==> src/rtl/aarm_pkg.sv <==
// shared types, constants and tables for the axis-angle rotation matrix core
`default_nettype none
package aarm_pkg;

    localparam int CORDIC_STEPS = 20;
    localparam logic signed [15:0] FULL_TURN = 16'sd23040;
    localparam logic signed [15:0] HALF_TURN = 16'sd11520;
    localparam logic signed [15:0] QUARTER_TURN = 16'sd5760;
    localparam logic signed [33:0] CORDIC_GAIN = 34'sd652032874;
    localparam logic signed [33:0] Q30_ONE = 34'sd1073741824;
    localparam logic signed [17:0] ENTRY_MAX = 18'sd65536;
    localparam int QUEUE_DEPTH = 2;

    // job handed from front end to back end
    typedef struct packed {
        logic signed [15:0] angle;
        logic signed [15:0] ax;
        logic signed [15:0] ay;
        logic signed [15:0] az;
        logic               zero;
    } job_t;

    function automatic logic signed [23:0] atan_entry(input logic [4:0] i);
        logic signed [23:0] r;
        begin
            case (i)
                5'd0: r = 24'sd2949120;
                5'd1: r = 24'sd1740967;
                5'd2: r = 24'sd919879;
                5'd3: r = 24'sd466945;
                5'd4: r = 24'sd234379;
                5'd5: r = 24'sd117304;
                5'd6: r = 24'sd58666;
                5'd7: r = 24'sd29335;
                5'd8: r = 24'sd14668;
                5'd9: r = 24'sd7334;
                5'd10: r = 24'sd3667;
                5'd11: r = 24'sd1833;
                5'd12: r = 24'sd917;
                5'd13: r = 24'sd458;
                5'd14: r = 24'sd229;
                5'd15: r = 24'sd115;
                5'd16: r = 24'sd57;
                5'd17: r = 24'sd29;
                5'd18: r = 24'sd14;
                5'd19: r = 24'sd7;
                default: r = 24'sd0;
            endcase
            return r;
        end
    endfunction

endpackage
`default_nettype wire

==> src/rtl/aarm_front.sv <==
// front end: accepts beats, flags zero axes, holds a short job queue
`default_nettype none
module aarm_front (
    input  wire             aclk,
    input  wire             aresetn,
    input  wire             s_valid,
    output logic            s_ready,
    input  wire  [63:0]     s_data,
    output logic            job_valid,
    input  wire             job_take,
    output aarm_pkg::job_t  job
);
    import aarm_pkg::*;

    job_t q_reg [QUEUE_DEPTH];
    logic [1:0] cnt_reg, cnt_next;
    logic rd_reg, wr_reg;
    job_t in_job;
    logic push, pop;

    assign in_job.angle = s_data[15:0];
    assign in_job.ax = s_data[31:16];
    assign in_job.ay = s_data[47:32];
    assign in_job.az = s_data[63:48];
    // axis zero exactly when all components are zero
    assign in_job.zero = (s_data[63:16] == 48'd0);

    assign s_ready = (cnt_reg != 2'(QUEUE_DEPTH));
    assign push = s_valid && s_ready;
    assign job_valid = (cnt_reg != 2'd0);
    assign pop = job_valid && job_take;
    assign job = q_reg[rd_reg];

    always_comb begin
        cnt_next = cnt_reg;
        if (push && !pop) cnt_next = cnt_reg + 2'd1;
        else if (pop && !push) cnt_next = cnt_reg - 2'd1;
    end

    always_ff @(posedge aclk) begin
        if (!aresetn) begin
            cnt_reg <= 2'd0;
            rd_reg <= 1'b0;
            wr_reg <= 1'b0;
        end else begin
            cnt_reg <= cnt_next;
            if (push) wr_reg <= ~wr_reg;
            if (pop) rd_reg <= ~rd_reg;
        end
    end

    always_ff @(posedge aclk) begin
        if (push) q_reg[wr_reg] <= in_job;
    end
endmodule
`default_nettype wire

==> config.mk <==
export PLATFORM = sky130hd
export DESIGN_NAME = aarm_front
export DESIGN_NICKNAME = d
export VERILOG_FILES = /design/src/rtl/aarm_pkg.sv /design/src/rtl/aarm_front.sv
export SDC_FILE = /design/constraint.sdc
export NUM_CORES = 1
export LEC_CHECK = 0
export BUFFER_PORTS_ARGS = -buffer_cell sky130_fd_sc_hd__buf_2
export CELL_PAD_IN_SITES_DETAIL_PLACEMENT = 1
export CELL_PAD_IN_SITES_GLOBAL_PLACEMENT = 2
export CORE_MARGIN = 4
export CORE_UTILIZATION = 34
export CTS_CLUSTER_SIZE = 20
export DETAILED_ROUTE_END_ITERATION = 10
export GPL_TIMING_DRIVEN = 0
export PLACE_DENSITY_LB_ADDON = 0.1
export SYNTH_ARGS = -nofsm -noshare
export SYNTH_HDL_FRONTEND = slang
export SYNTH_SLANG_ARGS = --single-unit
==> constraint.sdc <==
create_clock -name aclk -period 2.7 [get_ports aclk]
set_input_delay 0.54 -clock aclk [delete_from_list [all_inputs] [get_ports aclk]]
set_output_delay 0.54 -clock aclk [all_outputs]
set_load 0.02 [all_outputs]
# Word level (Yosys, flattened, before mapping)
# Memory sizes are Yosys's and may differ from the RTL's. A register that Yosys moved wholly into a read port is not among the register bits.
# Cells that the tools add are included.
[classes] n_addsub=2 eq_ne=1 mux=6 bitwise_logic=2 reduce_logical=9
[ops] op="logical NOT 48 bit" count=1
[ops] op="logical AND 1 bit" count=4
[ops] op="two-way mux 1 bit" count=4
[ops] op="two-way mux 2 bit" count=2
[ops] op="nonzero test 2 bit" count=2
[ops] op="adder 2 x 1 -> 2 bit, second input constant" count=1
[ops] op="logical NOT 1 bit" count=2
[ops] op="!= test 2 bit, second input constant" count=1
[ops] op="inverter 1 bit" count=2
[ops] op="subtractor 2 x 1 -> 2 bit, second input constant" count=1
[totals] ff_bits=4 mem_bits_rw=130 wordCells=24 memories=1
[mem_list] name="q_reg" words=2 width=65 rd=1 rd_clocked_by_memory_dff=1 wr=1 line_no="aarm_front.sv:15" text="job_t q_reg [QUEUE_DEPTH];"

# Depth between registers and ports, before layout
[depth] word_depth=6 mapped_depth=6 ltp_nobuf=6

# Least setup slack after synthesis
# Ideal clock, no wire load.
[synth_path] path_kind="register -> register" startpoint="reg cnt_reg[0]" endpoint="mem q_reg[1][0] (netlist bit) (enable)" setup_time_ps=430 t_arrival_ps=2303 required_time_ps=2270 path_slack_ps=-34 stages_incl_launch_ff=3 n_path_buf=0 period_less_slack_ps=2734 cell_sequence="dfxtp_1 nand2b_1 and3_1"
[synth_via] elab_chain_cells=4
[synth_rtl] element="start: declaration" line_no="aarm_front.sv:16" text="logic [1:0] cnt_reg, cnt_next;"
[synth_rtl] element="start signal: assignment" line_no="aarm_front.sv:46" text="cnt_reg <= cnt_next;"
[synth_rtl] element="!= test 2 bit" line_no="aarm_front.sv:28" text="assign s_ready = (cnt_reg != 2'(QUEUE_DEPTH));"
[synth_rtl] element="net s_ready" line_no="aarm_front.sv:7" text="output logic s_ready,"
[synth_rtl] element="logical AND 1 bit" line_no="aarm_front.sv:29" text="assign push = s_valid && s_ready;"
[synth_rtl] element="two-way mux 1 bit" line_no="aarm_front.sv:53" text="if (push) q_reg[wr_reg] <= in_job;"
[synth_rtl] element="two-way mux 1 bit (not written as such)" line_no="aarm_front.sv:53"
[synth_rtl] element="end: declaration" line_no="aarm_front.sv:15"
# The timed path passes the listed nets, and every way through them passes these cells.

==> results.py <==
metrics = {
    "power_and_ir_drop": {
        "seq_power_share_pct": 40.0,
        "p_sw_mw": 1.90,
        "clkPwrFrac_pct": 34.4,
        "p_int_mw": 4.81,
        "swShare_pct": 28.3,
        "power_frac_comb_pct": 25.6,
        "peakVddDrop_v": 0.000461,
        "power_leakage_nw": 2.44,
        "finalPower_mw": 6.71,
        "powerDensity_nw_per_um2": 1020,
    },
    "timing": {
        "hold_ws_ns": 0.315,
        "clock_skew_ns": 0.00733,
        "finalCriticalPeriod_ns": 2.20,
        "post-route-period-util_pct": 81.6,
        "hold_violations": 0,
        "worst_pin_slew_ns": 0.445,
        "slew_violations": 0,
        "maxSlewHeadroom_pct": 70.3,
        "grt_setup_unrepaired": "false",
        "max_clock_freq_mhz": 454,
        "setup_viol": 0,
        "setup-tns-final_ns": 0,
        "setup_slack_ns": 0.496,
    },
    "worst_setup_path": {
        "rr_worst_depth": 4,
        "r2r_end": "q_reg[0][56]$_DFFE_PP_",
        "cp-start-kind": "flip-flop",
        "crit_type": "reg -> out",
        "crit_fanout": 10,
        "timing.critical_path.arrival_ns": 1.66,
        "crit_required_ns": 2.16,
        "r2r_start": "cnt_reg[0]$_SDFFE_PN0P_",
        "end_kind": "primary output",
        "rrSetupSlack_ns": 0.91,
    },
    "clock_network": {
        "cts_hold_buf": 0,
        "cts-buffers-inserted": 17,
        "cts_tree": "done",
        "htreeDepth": 4,
        "cts-root-buf": "clkbuf_16",
        "cts_sinks": 135,
        "post_cts.repair.setup_buffers": 0,
        "post_cts_resized": 0,
        "clk_latency_ns": 0.41,
        "max-clock-path-buffers": 2,
        "clk_pin_slew_worst_paths_ns": 0.05,
    },
    "cells_and_area": {
        "syn_to_final_growth_pct": 30.8,
        "final_common_cell": "buf_2",
        "layout_common_cells": "buf_2, edfxtp_1, mux2_2",
        "fill_cells": 1440,
        "utilization_pct": 45.3,
        "drive_gt1_share_pct": 58.4,
        "finalNetCount": 467,
        "antennaDiodeCount": 0,
        "largest_reg_flops": 130,
    },
    "detailed_routing": {
        "wirelength_um": 10800,
        "viasPerCell": 4.63,
        "wire_per_inst_um": 18.2,
        "route.detailed.drc": 0,
        "drtPass1Iterations": 5,
        "num_vias": 2753,
        "ant_nets": 0,
        "first_iter_violations": 170,
    },
    "grt": {
        "grt_pass1_vias": 2946,
        "grt_pass1_wl_um": 15900,
        "grt_overflow": 0,
        "antenna_found_initial": 0,
        "grt_use_total_pct": 13.2,
        "grt_max_degree": 49,
    },
    "floorplanning": {
        "io_pins": 135,
        "die_w_um": 130,
        "std_cell_rows": 44,
        "coreArea_um2": 14500,
        "die_h_um": 130,
        "die_area_um2": 16800,
        "start_util_pct": 34.6,
    },
    "placed_design": {
        "pre_cts_ws_ns": 0.847,
        "io_buffer_count": 134,
        "gp_congestion": 0.678,
        "dp_hpwl_um": 7480,
    },
    "synth": {
        "syn_area_per_cell_um2": 20.7,
        "synth-async-reset-ratio_pct": 0,
        "syn_inst": 243,
        "netlist_area_um2": 5030,
        "synth_seq_cells": 135,
        "synth_ff_type": "edfxtp_1",
        "synth-seq-area-share_pct": 79.6,
        "yosys_warnings": 0,
        "yosys.cell_types.count": 22,
        "syn_nets": 312,
        "synth_edf_count": 130,
    },
    "min_path": {
        "hold_class": "in -> reg",
        "hold_depth": 1,
        "worstHoldStart": "s_data[4]",
        "min_to": "q_reg[0][53]$_DFFE_PP_",
    },
    "job": {
        "maxCapViolations": 0,
    },
    "run_status": {
        "outcome": "finished clean",
    },
}
layer usage:
| metal | wire length, um | GRT usage [%] |
|---|---|---|
| met4 | 192 | 6.97 |
| met5 | 0 | 0 |
| met1 | 4540 | 15.5 |
| met2 | 5330 | 21.0 |
| met3 | 753 | 4.86 |
critical path, cell delays in order (launching register included):
cell	delay, ns
dfxtp_1	0.33
buf_4	0.21
buf_6	0.19
mux2_2	0.36
buf_2	0.16
cells in the mapped netlist (all sizes together) (2+ instances only):
cell	count	share of area [%]
mux2	65	15
inv	2	0.15
nor2	3	0.22
o21ai	2	0.20
buf	7	1.4
nor4	12	1.5
dfxtp	5	2.0
xor2	3	0.52
edfxtp	130	78
a21oi	2	0.20
nand4	3	0.37
area by class of cell:
cell class	count	area (um^2)	area share, %
buffer	7	68.8	1.05
multi-input combinational	99	955	14.5
inverter	2	10.0	0.152
clock buffer	23	468	7.11
sequential	135	4000	60.9
tap	184	230	3.50
clock inverter	9	125	1.90
timing repair buffer	136	718	10.9
per-stage QoR:
step / instance area [um^2] / std cells
6_report: 6580 / 595
5_1_grt: 6580 / 595
4_1_cts: 6580 / 595
3_5_place_dp: 5990 / 563
3_3_place_gp: 5930 / 561
2_1_floorplan: 5030 / 243
power by group through the flow:
stage          clock network [mW]  registers (mW)  logic, mW
5_1_grt                      2.47            2.71       1.87
2_1_floorplan                   0            2.72       1.17
3_3_place_gp                    0            2.74       1.72
4_1_cts                      2.37            2.69       1.77
6_report                     2.31            2.68       1.72
3_5_place_dp                    0            2.73       1.77
kinds of logic (layout without fill, tap and decap cells):
kind of cell	after synthesis	in the layout	share of synthesized area, %
flops	135	135	79.6
mux	65	65	14.6
simple gates	25	25	2.96
buf+inv	9	177	1.52
compound gates	5	5	0.597
xor+xnor	3	3	0.522
fa+ha+maj	1	1	0.249
how the worst max path moves through the flow:
stage          cells past startpoint                     end  slack (ns)
2_1_floorplan                      3   q_reg[0][0]$_DFFE_PP_        0.20
3_3_place_gp                       3  q_reg[0][53]$_DFFE_PP_       -0.66
3_5_place_dp                       4  q_reg[0][55]$_DFFE_PP_        0.85
4_1_cts                            4                 job[24]        0.44
5_1_grt                            4                 job[14]        0.40
6_report                           4                 job[24]        0.50
Note: power is estimated with default switching activity, not from simulation.
